### src/rtl/obsa_pkg.sv
// Shared types and constants of the occupancy bitmap spacing allocator.
// No dependencies; the gap unit, scan sequencer and top import this package.
`default_nettype none

package obsa_pkg;

  // Fixed widths of the bitmap and its fields
  localparam int MAP_W    = 64;
  localparam int IDX_W    = 6;
  localparam int CNT_W    = 7;
  localparam int SLOT_MAX = 64;

  typedef enum logic [1:0] {
    CMD_QUERY  = 2'd0,
    CMD_OCCUPY = 2'd1,
    CMD_VACATE = 2'd2,
    CMD_LOAD   = 2'd3
  } cmd_t;

  typedef enum logic [1:0] {
    STS_OK    = 2'd0,
    STS_RANGE = 2'd1,
    STS_SAME  = 2'd2
  } status_t;

  // Snapshot handed to the scan sequencer when an item is accepted
  typedef struct packed {
    logic [MAP_W-1:0] map;
    logic [CNT_W-1:0] n;
    logic [IDX_W-1:0] last_pos;
    logic [IDX_W-1:0] idx;
    logic             in_range;
    logic             occ;
    status_t          status;
  } obsa_start_t;

endpackage

`default_nettype wire

### src/rtl/obsa_in_if.sv
// Command channel of the allocator: valid/ready handshake and the command item.
// No dependencies.
`default_nettype none

interface obsa_in_if;
  logic        valid;
  logic        ready;
  logic [1:0]  cmd;
  logic [5:0]  slot_index;
  logic [63:0] load_bits;

  modport source (output valid, cmd, slot_index, load_bits, input ready);
  modport sink   (input valid, cmd, slot_index, load_bits, output ready);
endinterface

`default_nettype wire

### src/rtl/obsa_out_if.sv
// Result channel of the allocator: valid/ready handshake and the result item.
// No dependencies.
`default_nettype none

interface obsa_out_if;
  logic       valid;
  logic       ready;
  logic [1:0] status;
  logic       slot_occupied;
  logic [6:0] nearest_distance;
  logic [5:0] best_slot;
  logic       no_free_slot;

  modport source (output valid, status, slot_occupied, nearest_distance, best_slot,
                  no_free_slot, input ready);
  modport sink   (input valid, status, slot_occupied, nearest_distance, best_slot,
                  no_free_slot, output ready);
endinterface

`default_nettype wire

### src/rtl/obsa_gap_unit.sv
// Shared subtract, halve, add and compare unit used by the scan sequencer.
// Depends on obsa_pkg.
`default_nettype none

module obsa_gap_unit
  import obsa_pkg::*;
(
  input  wire logic [CNT_W-1:0] op_a,
  input  wire logic [CNT_W-1:0] op_b,
  input  wire logic             halve,
  input  wire logic [CNT_W-1:0] cmp,
  output logic      [CNT_W-1:0] diff,
  output logic      [CNT_W-1:0] sum,
  output logic                  gt
);

  logic [CNT_W-1:0] raw;

  // Gap length, optionally halved to the midpoint offset
  assign raw  = op_a - op_b;
  assign diff = halve ? (raw >> 1) : raw;
  // Slot reached from the base by the offset
  assign sum  = op_b + diff;
  // Candidate beats the running value
  assign gt   = diff > cmp;

endmodule

`default_nettype wire

### src/rtl/obsa_scan_ctrl.sv
// Sequencer that scans a bitmap snapshot one slot a cycle through the gap unit
// and holds the result item. Depends on obsa_pkg, obsa_out_if, obsa_gap_unit.
`default_nettype none

module obsa_scan_ctrl
  import obsa_pkg::*;
(
  input  wire logic        clk,
  input  wire logic        rst_n,
  input  wire logic        start,
  input  wire obsa_start_t start_info,
  output logic             idle,
  obsa_out_if.source       out_ch
);

  typedef enum logic [2:0] {
    S_IDLE,
    S_SCAN,
    S_TAIL,
    S_DNEXT,
    S_DPREV,
    S_DONE
  } state_t;

  state_t           state_r;
  logic [MAP_W-1:0] map_r;
  logic [CNT_W-1:0] n_r;
  logic [IDX_W-1:0] last_pos_r;
  logic [IDX_W-1:0] idx_r;
  logic             in_range_r;
  status_t          status_r;
  logic             occ_r;
  logic [IDX_W-1:0] pos_r;
  logic [IDX_W-1:0] j_r;
  logic [IDX_W-1:0] last_r;
  logic             seen_r;
  logic             free_seen_r;
  logic [IDX_W-1:0] prev_r;
  logic             prev_found_r;
  logic [IDX_W-1:0] next_r;
  logic             next_found_r;
  logic [IDX_W-1:0] best_r;
  logic [CNT_W-1:0] max_r;
  logic [CNT_W-1:0] dist_r;

  logic [1:0]       out_status_r;
  logic             out_occ_r;
  logic [CNT_W-1:0] out_dist_r;
  logic [IDX_W-1:0] out_best_r;
  logic             out_no_free_r;

  logic [CNT_W-1:0] op_a;
  logic [CNT_W-1:0] op_b;
  logic             halve;
  logic [CNT_W-1:0] cmp;
  logic [CNT_W-1:0] diff;
  logic [CNT_W-1:0] sum;
  logic             gt;
  logic             bit_occ;
  logic [IDX_W-1:0] cand_slot;
  logic [CNT_W-1:0] dist_fin;

  obsa_gap_unit u_gap (
    .op_a  (op_a),
    .op_b  (op_b),
    .halve (halve),
    .cmp   (cmp),
    .diff  (diff),
    .sum   (sum),
    .gt    (gt)
  );

  assign bit_occ = map_r[pos_r];

  // Steer the shared unit by sequencer step
  always_comb begin
    op_a      = {1'b0, j_r};
    op_b      = '0;
    halve     = 1'b0;
    cmp       = max_r;
    cand_slot = '0;
    case (state_r)
      S_SCAN: begin
        // Leading gap: distance j at slot 0; inner gap: midpoint after last
        op_a      = {1'b0, j_r};
        op_b      = seen_r ? {1'b0, last_r} : '0;
        halve     = seen_r;
        cand_slot = seen_r ? sum[IDX_W-1:0] : '0;
      end
      S_TAIL: begin
        op_a      = {1'b0, last_pos_r};
        op_b      = {1'b0, last_r};
        cand_slot = sum[IDX_W-1:0];
      end
      S_DNEXT: begin
        op_a = {1'b0, next_r};
        op_b = {1'b0, idx_r};
      end
      S_DPREV: begin
        op_a = {1'b0, idx_r};
        op_b = {1'b0, prev_r};
        cmp  = dist_r;
      end
      default: begin
        op_a = {1'b0, j_r};
      end
    endcase
  end

  // Nearer of the two sides, or the previous choice
  assign dist_fin = (prev_found_r && !gt) ? diff : dist_r;

  // Sequencer state and registered result
  always_ff @(posedge clk) begin
    if (!rst_n) begin
      state_r <= S_IDLE;
    end else begin
      case (state_r)
        S_IDLE: begin
          if (start) begin
            map_r        <= start_info.map;
            n_r          <= start_info.n;
            last_pos_r   <= start_info.last_pos;
            idx_r        <= start_info.idx;
            in_range_r   <= start_info.in_range;
            occ_r        <= start_info.occ;
            status_r     <= start_info.status;
            pos_r        <= start_info.last_pos;
            j_r          <= '0;
            last_r       <= '0;
            seen_r       <= 1'b0;
            free_seen_r  <= 1'b0;
            prev_r       <= '0;
            prev_found_r <= 1'b0;
            next_r       <= '0;
            next_found_r <= 1'b0;
            best_r       <= '0;
            max_r        <= '0;
            state_r      <= S_SCAN;
          end
        end
        S_SCAN: begin
          if (bit_occ) begin
            if (gt) begin
              max_r  <= diff;
              best_r <= cand_slot;
            end
            last_r <= j_r;
            seen_r <= 1'b1;
            if (j_r <= idx_r) begin
              prev_r       <= j_r;
              prev_found_r <= 1'b1;
            end
            if (j_r >= idx_r && !next_found_r) begin
              next_r       <= j_r;
              next_found_r <= 1'b1;
            end
          end else begin
            free_seen_r <= 1'b1;
          end
          if (j_r == last_pos_r) begin
            state_r <= S_TAIL;
          end else begin
            j_r   <= j_r + 1'b1;
            pos_r <= pos_r - 1'b1;
          end
        end
        S_TAIL: begin
          // Trailing gap ends at the last slot
          if (seen_r && gt) begin
            max_r  <= diff;
            best_r <= cand_slot;
          end
          state_r <= S_DNEXT;
        end
        S_DNEXT: begin
          dist_r  <= next_found_r ? diff : n_r;
          state_r <= S_DPREV;
        end
        S_DPREV: begin
          dist_r        <= dist_fin;
          out_status_r  <= status_r;
          out_occ_r     <= occ_r;
          out_dist_r    <= in_range_r ? dist_fin : '0;
          out_best_r    <= free_seen_r ? best_r : '0;
          out_no_free_r <= !free_seen_r;
          state_r       <= S_DONE;
        end
        S_DONE: begin
          if (out_ch.ready) begin
            state_r <= S_IDLE;
          end
        end
        default: begin
          state_r <= S_IDLE;
        end
      endcase
    end
  end

  assign idle                    = (state_r == S_IDLE);
  assign out_ch.valid            = (state_r == S_DONE);
  assign out_ch.status           = out_status_r;
  assign out_ch.slot_occupied    = out_occ_r;
  assign out_ch.nearest_distance = out_dist_r;
  assign out_ch.best_slot        = out_best_r;
  assign out_ch.no_free_slot     = out_no_free_r;

`ifndef NO_ASSERTIONS
  // Slot and position counters stay mirrored during the scan
  a_scan_counters: assert property (@(posedge clk) disable iff (!rst_n)
    state_r == S_SCAN |-> (j_r + pos_r) == last_pos_r)
    else $error("scan counters out of step");

  // An occupied addressed slot is at distance zero
  a_occ_dist: assert property (@(posedge clk) disable iff (!rst_n)
    out_ch.valid && out_ch.slot_occupied |-> out_ch.nearest_distance == '0)
    else $error("occupied slot reports non-zero distance");

  // A full bitmap reports slot 0 as best
  a_full_best: assert property (@(posedge clk) disable iff (!rst_n)
    out_ch.valid && out_ch.no_free_slot |-> out_ch.best_slot == '0)
    else $error("full bitmap with non-zero best slot");

  // Distance never exceeds the slot count
  a_dist_bound: assert property (@(posedge clk) disable iff (!rst_n)
    out_ch.valid |-> out_ch.nearest_distance <= n_r)
    else $error("distance beyond slot count");

  // A new item only starts while the sequencer is idle
  a_start_idle: assert property (@(posedge clk) disable iff (!rst_n)
    start |-> state_r == S_IDLE)
    else $error("item started while busy");
`endif

endmodule

`default_nettype wire

### src/rtl/occupancy_bitmap_spacing_allocator_top.sv
// Allocator top: a result item is valid once the sequencer has walked the slots in
// use (n, 1 to 64) and then the trailing gap and both nearest distances; it walks
// one slot a cycle through a single shared subtract/compare unit.
// Ready returns in the cycle after the result is taken; until then no new item is taken.
// Reset (synchronous, active low) empties the bitmap and sets slot_count to 64.
`default_nettype none

module occupancy_bitmap_spacing_allocator_top
  import obsa_pkg::*;
(
  input  wire logic             clk,
  input  wire logic             rst_n,
  input  wire logic             cfg_wr_en,
  input  wire logic [CNT_W-1:0] cfg_wr_data,
  obsa_in_if.sink               in_ch,
  obsa_out_if.source            out_ch
);

  logic [CNT_W-1:0] slot_count_r;
  logic [MAP_W-1:0] occupancy_r;
  logic [MAP_W-1:0] occupancy_nxt;
  logic [CNT_W-1:0] n_eff;
  logic [CNT_W-1:0] last_pos;
  logic [CNT_W-1:0] bit_pos;
  logic [MAP_W-1:0] bit_mask;
  logic             in_range;
  logic             occ;
  logic             accept;
  logic             idle;
  cmd_t             cmd;
  status_t          status;
  obsa_start_t      start_info;

  // Hold the slot count register
  always_ff @(posedge clk) begin
    if (!rst_n) begin
      slot_count_r <= CNT_W'(SLOT_MAX);
    end else if (cfg_wr_en) begin
      slot_count_r <= cfg_wr_data;
    end
  end

  // Clamp the slot count to 1 .. SLOT_MAX
  always_comb begin
    if (slot_count_r == '0) begin
      n_eff = CNT_W'(1);
    end else if (slot_count_r > CNT_W'(SLOT_MAX)) begin
      n_eff = CNT_W'(SLOT_MAX);
    end else begin
      n_eff = slot_count_r;
    end
  end

  assign accept   = in_ch.valid && in_ch.ready;
  assign cmd      = cmd_t'(in_ch.cmd);
  assign last_pos = n_eff - CNT_W'(1);
  assign bit_pos  = last_pos - {1'b0, in_ch.slot_index};
  assign in_range = {1'b0, in_ch.slot_index} < n_eff;
  assign occ      = in_range && occupancy_r[bit_pos[IDX_W-1:0]];
  assign bit_mask = MAP_W'(1) << bit_pos[IDX_W-1:0];

  // Decode the command into status and the updated bitmap
  always_comb begin
    status        = STS_OK;
    occupancy_nxt = occupancy_r;
    case (cmd)
      CMD_QUERY: begin
        status = in_range ? STS_OK : STS_RANGE;
      end
      CMD_OCCUPY: begin
        if (!in_range) begin
          status = STS_RANGE;
        end else if (occ) begin
          status = STS_SAME;
        end else begin
          occupancy_nxt = occupancy_r | bit_mask;
        end
      end
      CMD_VACATE: begin
        if (!in_range) begin
          status = STS_RANGE;
        end else if (!occ) begin
          status = STS_SAME;
        end else begin
          occupancy_nxt = occupancy_r & ~bit_mask;
        end
      end
      default: begin
        occupancy_nxt = in_ch.load_bits;
      end
    endcase
  end

  // Update the bitmap as the item is taken; the scan works on the old copy
  always_ff @(posedge clk) begin
    if (!rst_n) begin
      occupancy_r <= '0;
    end else if (accept) begin
      occupancy_r <= occupancy_nxt;
    end
  end

  always_comb begin
    start_info.map      = occupancy_r;
    start_info.n        = n_eff;
    start_info.last_pos = last_pos[IDX_W-1:0];
    start_info.idx      = in_ch.slot_index;
    start_info.in_range = in_range;
    start_info.occ      = occ;
    start_info.status   = status;
  end

  assign in_ch.ready = idle;

  obsa_scan_ctrl u_scan (
    .clk        (clk),
    .rst_n      (rst_n),
    .start      (accept),
    .start_info (start_info),
    .idle       (idle),
    .out_ch     (out_ch)
  );

endmodule

`default_nettype wire
### src/flat_wrapper.sv
// flat-port wrapper written by rule: the top's interface ports become plain ports
module occupancy_bitmap_spacing_allocator_top_flat import obsa_pkg::*;
  (clk, rst_n, cfg_wr_en, cfg_wr_data, in_ch_valid, in_ch_cmd, in_ch_slot_index, in_ch_load_bits, in_ch_ready, out_ch_valid, out_ch_status, out_ch_slot_occupied, out_ch_nearest_distance, out_ch_best_slot, out_ch_no_free_slot, out_ch_ready);
  obsa_in_if in_ch_i ();
  obsa_out_if out_ch_i ();
  input  wire logic clk;
  input  wire logic rst_n;
  input  wire logic cfg_wr_en;
  input  wire logic [CNT_W-1:0] cfg_wr_data;
  input wire logic [$bits(in_ch_i.valid)-1:0] in_ch_valid;
  input wire logic [$bits(in_ch_i.cmd)-1:0] in_ch_cmd;
  input wire logic [$bits(in_ch_i.slot_index)-1:0] in_ch_slot_index;
  input wire logic [$bits(in_ch_i.load_bits)-1:0] in_ch_load_bits;
  output wire logic [$bits(in_ch_i.ready)-1:0] in_ch_ready;
  output wire logic [$bits(out_ch_i.valid)-1:0] out_ch_valid;
  output wire logic [$bits(out_ch_i.status)-1:0] out_ch_status;
  output wire logic [$bits(out_ch_i.slot_occupied)-1:0] out_ch_slot_occupied;
  output wire logic [$bits(out_ch_i.nearest_distance)-1:0] out_ch_nearest_distance;
  output wire logic [$bits(out_ch_i.best_slot)-1:0] out_ch_best_slot;
  output wire logic [$bits(out_ch_i.no_free_slot)-1:0] out_ch_no_free_slot;
  input wire logic [$bits(out_ch_i.ready)-1:0] out_ch_ready;
  assign in_ch_i.valid = in_ch_valid;
  assign in_ch_i.cmd = in_ch_cmd;
  assign in_ch_i.slot_index = in_ch_slot_index;
  assign in_ch_i.load_bits = in_ch_load_bits;
  assign in_ch_ready = in_ch_i.ready;
  assign out_ch_valid = out_ch_i.valid;
  assign out_ch_status = out_ch_i.status;
  assign out_ch_slot_occupied = out_ch_i.slot_occupied;
  assign out_ch_nearest_distance = out_ch_i.nearest_distance;
  assign out_ch_best_slot = out_ch_i.best_slot;
  assign out_ch_no_free_slot = out_ch_i.no_free_slot;
  assign out_ch_i.ready = out_ch_ready;
  occupancy_bitmap_spacing_allocator_top u_core (.clk(clk), .rst_n(rst_n), .cfg_wr_en(cfg_wr_en), .cfg_wr_data(cfg_wr_data), .in_ch(in_ch_i), .out_ch(out_ch_i));
endmodule
### config.mk
export PLATFORM = sky130hd
export DESIGN_NAME = occupancy_bitmap_spacing_allocator_top_flat
export DESIGN_NICKNAME = d
export VERILOG_FILES = /design/src/rtl/obsa_pkg.sv /design/src/rtl/obsa_in_if.sv /design/src/rtl/obsa_out_if.sv /design/src/rtl/obsa_gap_unit.sv /design/src/rtl/obsa_scan_ctrl.sv /design/src/rtl/occupancy_bitmap_spacing_allocator_top.sv /design/src/flat_wrapper.sv
export SDC_FILE = /design/constraint.sdc
export NUM_CORES = 1
export LEC_CHECK = 0
export ABC_AREA = 1
export BUFFER_PORTS_ARGS = -buffer_cell sky130_fd_sc_hd__buf_4
export CAP_MARGIN = 30
export CELL_PAD_IN_SITES_DETAIL_PLACEMENT = 1
export CELL_PAD_IN_SITES_GLOBAL_PLACEMENT = 2
export CORE_MARGIN = 3
export CORE_UTILIZATION = 33
export CTS_BUF_LIST = sky130_fd_sc_hd__clkbuf_8
export DETAILED_ROUTE_END_ITERATION = 12
export PLACE_DENSITY = 0.77
export REMOVE_ABC_BUFFERS = 1
export SYNTH_ARGS = -nofsm -noshare
export SYNTH_HDL_FRONTEND = slang
export SYNTH_HIERARCHICAL = 1
export SYNTH_SLANG_ARGS = --single-unit
### constraint.sdc
create_clock -name clk -period 5.36 [get_ports clk]
set_clock_uncertainty 0.05 [all_clocks]
set_input_delay 0.536 -clock clk [delete_from_list [all_inputs] [get_ports clk]]
set_output_delay 0.536 -clock clk [all_outputs]
set_load 0.03 [all_outputs]
Word level (Yosys, flattened, before mapping)
Cells that the tools add are included.

storage, ports and cells
  bits in registers = 232
  bits of input ports = 84
  word-level logic and storage cells = 158

cells by class
  equality and inequality tests = 22
  bitwise logic cells = 4
  add/subtract/negate cells = 6
  shift-type cells = 1
  multiplexer cells = 66
  order comparisons = 7
  reductions and logical operators = 25

operator list
  operator                number
  $mux W64                4
  $pmux W64 S3            1
  $mux W6                 15
  $mux W7                 10
  $and A64 B64 Y64        1
  $not A64 Y64            1
  $or A64 B64 Y64         1
  $shl A1 B6 Y64 const A  1
  $pmux W6 S2             5
  $pmux W6 S3             2
  $pmux W6 S4             1
  $pmux W7 S3             1
  $ne A2 B2 Y1 const B    10
  $pmux W3 S6             1
  $lt A6 B7 Y1 const B    2
  $pmux W7 S2             1
  $bmux W1 S6             2
  $reduce_and A4 Y1       3
  $reduce_and A6 Y1       2
  $sub A6 B1 Y6 const B   2
  $mux W1                 11
  $reduce_and A5 Y1       2
  $mux W3                 3
  $mux W2                 4
  28 further kinds        45

Longest topological paths before layout
  depth in word-level cells = 11
  gate-level depth with buffers = 29
  gate-level depth less buffers = 28

Modules after synthesis
The synthesis kept the hierarchy.

modules (own cells, without submodules)
  module                                  area an instance (um^2)  times used  cells an instance
  obsa_scan_ctrl                          7,113.1                  1           659
  occupancy_bitmap_spacing_allocator_top  6,819.0                  1           1,267
  obsa_gap_unit                           813.3                    1           128

Least setup slack after synthesis
Ideal clock, no wire load.

  path kind = register to register
  from = register u_core.u_scan.state_r[2]
  to = register u_core.u_scan.idx_r[0] (enable)
  data required time = 4.776 ns
  arrival = 4.936 ns
  period minus slack after synthesis = 5.519 ns
  slack = -0.159 ns
  cell stages (with the launch flop) = 8
  setup time = 0.534 ns
  path buffers = 0
  path through = dfxtp_1 > nor2_1 > inv_2 > nor2_1 > nand2_1 > inv_1 > nand2_1 > nor2_1

on the way
  cells in the longest elaborated chain, start to end = 3

ends and longest elaborated chain
  item                         RTL line                                      source
  start: declaration           obsa_scan_ctrl.sv:25                          state_t state_r;
  start signal: assignment     obsa_scan_ctrl.sv:116                         state_r <= S_IDLE;
  start signal: assignment     obsa_scan_ctrl.sv:139                         state_r <= S_SCAN;
  start signal: assignment     obsa_scan_ctrl.sv:162                         state_r <= S_TAIL;
  $logic_not A3 Y1             obsa_scan_ctrl.sv:201                         assign idle = (state_r == S_IDLE);
  net in_ch_ready              flat_wrapper.sv:14                            output wire logic [$bits(in_ch_i.ready)-1:0] in_ch_ready;
  $logic_and A1 B1 Y1          occupancy_bitmap_spacing_allocator_top.sv:54  assign accept = in_ch.valid && in_ch.ready;
  net u_core.accept            occupancy_bitmap_spacing_allocator_top.sv:28  logic accept;
  $reduce_and A3 Y1 (no line)  --
  end signal: assignment       obsa_scan_ctrl.sv:124                         idx_r <= start_info.idx;
  end: declaration             obsa_scan_ctrl.sv:29                          logic [IDX_W-1:0] idx_r;

The timed path passes the listed nets, and every way through them passes these cells.
A chain may end at the register's enable or synchronous reset.

Worst setup path in the final report
  from = register u_core.u_scan.state_r[2]
  to = register u_core.u_scan.dist_r[1] (data pin)

on the way
  cells in the longest elaborated chain, start to end = 9

ends and longest elaborated chain
  item                                          RTL line               source
  $eq A3 B3 Y1 or $eq A3 B2 Y1 (tied branches)  obsa_scan_ctrl.sv:82   case (state_r)
  $pmux W6 S3 *                                 obsa_scan_ctrl.sv:82
  net u_core.u_scan.op_a[0]                     obsa_scan_ctrl.sv:52   logic [CNT_W-1:0] op_a;
  $sub A6 B6 Y7 *                               obsa_gap_unit.sv:20    assign raw = op_a - op_b;
  $mux W7 *                                     obsa_gap_unit.sv:21    assign diff = halve ? (raw >> 1) : raw;
  net u_core.u_scan.diff[4]                     obsa_scan_ctrl.sv:56   logic [CNT_W-1:0] diff;
  $gt A7 B7 Y1 *                                obsa_gap_unit.sv:25    assign gt = diff > cmp;
  net u_core.u_scan.gt                          obsa_scan_ctrl.sv:58   logic gt;
  $logic_not A1 Y1 *                            obsa_scan_ctrl.sv:111  assign dist_fin = (prev_found_r && !gt) ? diff : dist_r;
  $logic_and A1 B1 Y1 *                         obsa_scan_ctrl.sv:111
  $mux W7 *                                     obsa_scan_ctrl.sv:111
  $pmux W7 S2 *                                 obsa_scan_ctrl.sv:118  case (state_r)
  end signal: assignment                        obsa_scan_ctrl.sv:177  dist_r <= next_found_r ? diff : n_r;
  end signal: assignment                        obsa_scan_ctrl.sv:181  dist_r <= dist_fin;
  end: declaration                              obsa_scan_ctrl.sv:44   logic [CNT_W-1:0] dist_r;

The timed path passes the listed nets; every way through them passes the cells marked *.

==> results.yml <==
hold_path:
  hold_path_depth: 1
  hold_end: "u_core/u_scan/idx_r[2]"
  hold_class: "primary input to flop"
  hold_start: "in_ch_slot_index[2]"
routing:
  drc: 0
  wl_per_cell_um: 17.6
  firstDrtPassIters: 5
  wl_um: 48700
  viasPerCell: 4.80
  drt-initial-drc-count: 699
  num_vias: 13300
  postRouteAntennaNets: 0
yosys:
  netlist_area_um2: 14700
  avgSynthCellArea_um2: 7.20
  ys_warn_count: 6
  synthCells: 2040
clocking:
  postCtsSetupRepairBufs: 0
  clock-sinks: 232
  cts_tree: "yes"
  cts_resized: 0
  htreeDepth: 2
  root_buffer: "clkbuf_8"
  clk_path_buf_depth: 3
  cts_hold_buf: 0
  cts_buffers: 45
  clk_pin_slew_ns: 0.06
  clkLatencyLatePin_ns: 0.61
placed_design:
  dp_hpwl_um: 35100
  port-buffer-count: 102
  post-place-ws_ns: 0.620
  dp_cells: 2675
  place.gp.congestion: 0.858
floorplanning:
  initial_utilization_pct: 33.7
  die-area_um2: 47100
  die_h_um: 217
  die_x_um: 217
  rows: 76
  coreArea_um2: 43600
  io_pins: 103
global_route:
  grt_pass1_vias: 13900
  track_usage_pct: 20.7
  grt_antenna_before_repair: 0
  grt_remaining_overflow: 0
  grt_pass1_wl_um: 76500
  grt_max_degree: 71
worst_setup_path:
  reg2regPathDepth: 27
  worstPathRequired_ns: 5.65
  worst_setup_path_end_kind: "flop"
  cp_max_fo: 14
  crit_type: "flop to flop"
  rr_startpoint: "u_core/u_scan/state_r[2]"
  cp.arrival_ns: 5.01
  r2r_setup_slack_ns: 0.64
  timing.rr.end: "u_core/u_scan/dist_r[1]"
  start_kind: "flop"
sta:
  max_freq_mhz: 212
  slew_headroom_pct: 36.5
  setup_ws_ns: 0.639
  fin_crit_ns: 4.72
  worst_pin_slew_ns: 0.952
  setup_tns_ns: 0
  slew_violations: 0
  fin_crit_sh_pct: 88.1
  grt_setup_unrepaired: "no"
  finalHoldViolations: 0
  setup_viol: 0
finish:
  seq_area_um2: 6230
  fin_cells: 2759
  fill_cells: 5558
  area_growth_pct: 15.1
  fin_nets: 2267
  multi_input_area_um2: 6830
  drive_gt1_share_pct: 14.4
  finalCoreUtilization_pct: 38.8
  antennaDiodeCount: 0
pwr:
  power_density_nw_per_um2: 407
  finalPower_mw: 6.87
  leakagePower_nw: 8.35
  peakVddDrop_mv: 0.134
status:
  status: "complete, no violations"
run:
  cap_violations: 0
[how the worst max path moves through the flow]
| stage | startpoint | to | slack (ns) |
|---|---|---|---|
| final | u_core/u_scan/state_r[2] | u_core/u_scan/dist_r[1] | 0.64 |
| after floorplan | u_core/u_scan/state_r[2] | u_core/u_scan/idx_r[0] | -0.16 |
| after CTS | u_core/u_scan/state_r[0] | u_core/u_scan/dist_r[1] | 0.60 |
| after global placement | u_core/u_scan/state_r[0] | u_core/u_scan/dist_r[3] | 0.79 |
| after global routing | u_core/u_scan/state_r[0] | u_core/u_scan/dist_r[5] | 0.18 |
| after detailed placement | u_core/u_scan/state_r[0] | u_core/u_scan/dist_r[1] | 0.62 |
[power by group]
group / leakage, nW / internal (mW) / switching (mW)
clock network: 0.536 / 0.957 / 0.811
registers: 2.08 / 2.26 / 0.159
logic: 5.73 / 0.864 / 1.82
total: 8.35 / 4.08 / 2.79
[worst max-delay path: stages, from the launching register on]
cell and delay (ns):
dfxtp_1 0.37, nor2_1 0.19, inv_2 0.07, nor2_2 0.24, inv_1 0.19, nand2_1 0.17, inv_2 0.06, nand2_1 0.05
o2111ai_1 0.14, inv_1 0.09, ha_1 0.14, inv_1 0.07, fa_1 0.40, nand2_1 0.09, nand2_2 0.07, nand2_1 0.06
inv_1 0.04, or2_1 0.21, nand3_1 0.07, nand2_1 0.12, ha_1 0.32, a21oi_1 0.13, o21ai_0 0.09, o22a_1 0.18
inv_1 0.07, nand2_1 0.28, o21ai_0 0.35, o21ai_0 0.13
[state kept, by name, indices dropped and copies added, names as in the netlist, 7 cells and up]
signal                                 count
u_core/slot_count_r                        7
u_core/occupancy_r                        64
u_core/u_scan/map_r                       64
u_core/u_scan/out_ch.nearest_distance      7
u_core/u_scan/dist_r                       7
u_core/u_scan/max_r                        7
u_core/u_scan/n_r                          7
[cells in the final DEF, fill, tap and decap left out, types with 41 or more instances in the layout]
cell type,count
edfxtp_1,158
clkbuf_8,54
dfxtp_1,74
o21ai_0,116
nand3_1,91
nor2_1,244
nand2_2,46
a21oi_1,99
inv_1,309
buf_4,134
nand2_1,637
ha_1,41
[layout make-up]
cell class / count / share of cell area [%]
Multi-Input combinational cell: 1418 / 40.4
Clock inverter: 30 / 0.866
Clock buffer: 54 / 4.40
Sequential cell: 232 / 36.9
Timing Repair Buffer: 138 / 6.43
Inverter: 302 / 6.72
Tap cell: 585 / 4.33
[per-layer routing]
metal / track usage (%) / wire [um]
met1: 25.0 / 20900
met2: 38.2 / 25000
met3: 2.76 / 1520
met4: 6.54 / 1230
met5: 0 / 0
[per-stage QoR]
step           cell area [um^2]  hold WS, ns
3_5_place_dp              16000        0.357
2_1_floorplan             14200        0.350
4_1_cts                   16900       0.0431
6_report                  16900       0.0995
3_3_place_gp              16000        0.361
5_1_grt                   16900       0.0659
Power figures use the tool's default switching activity.
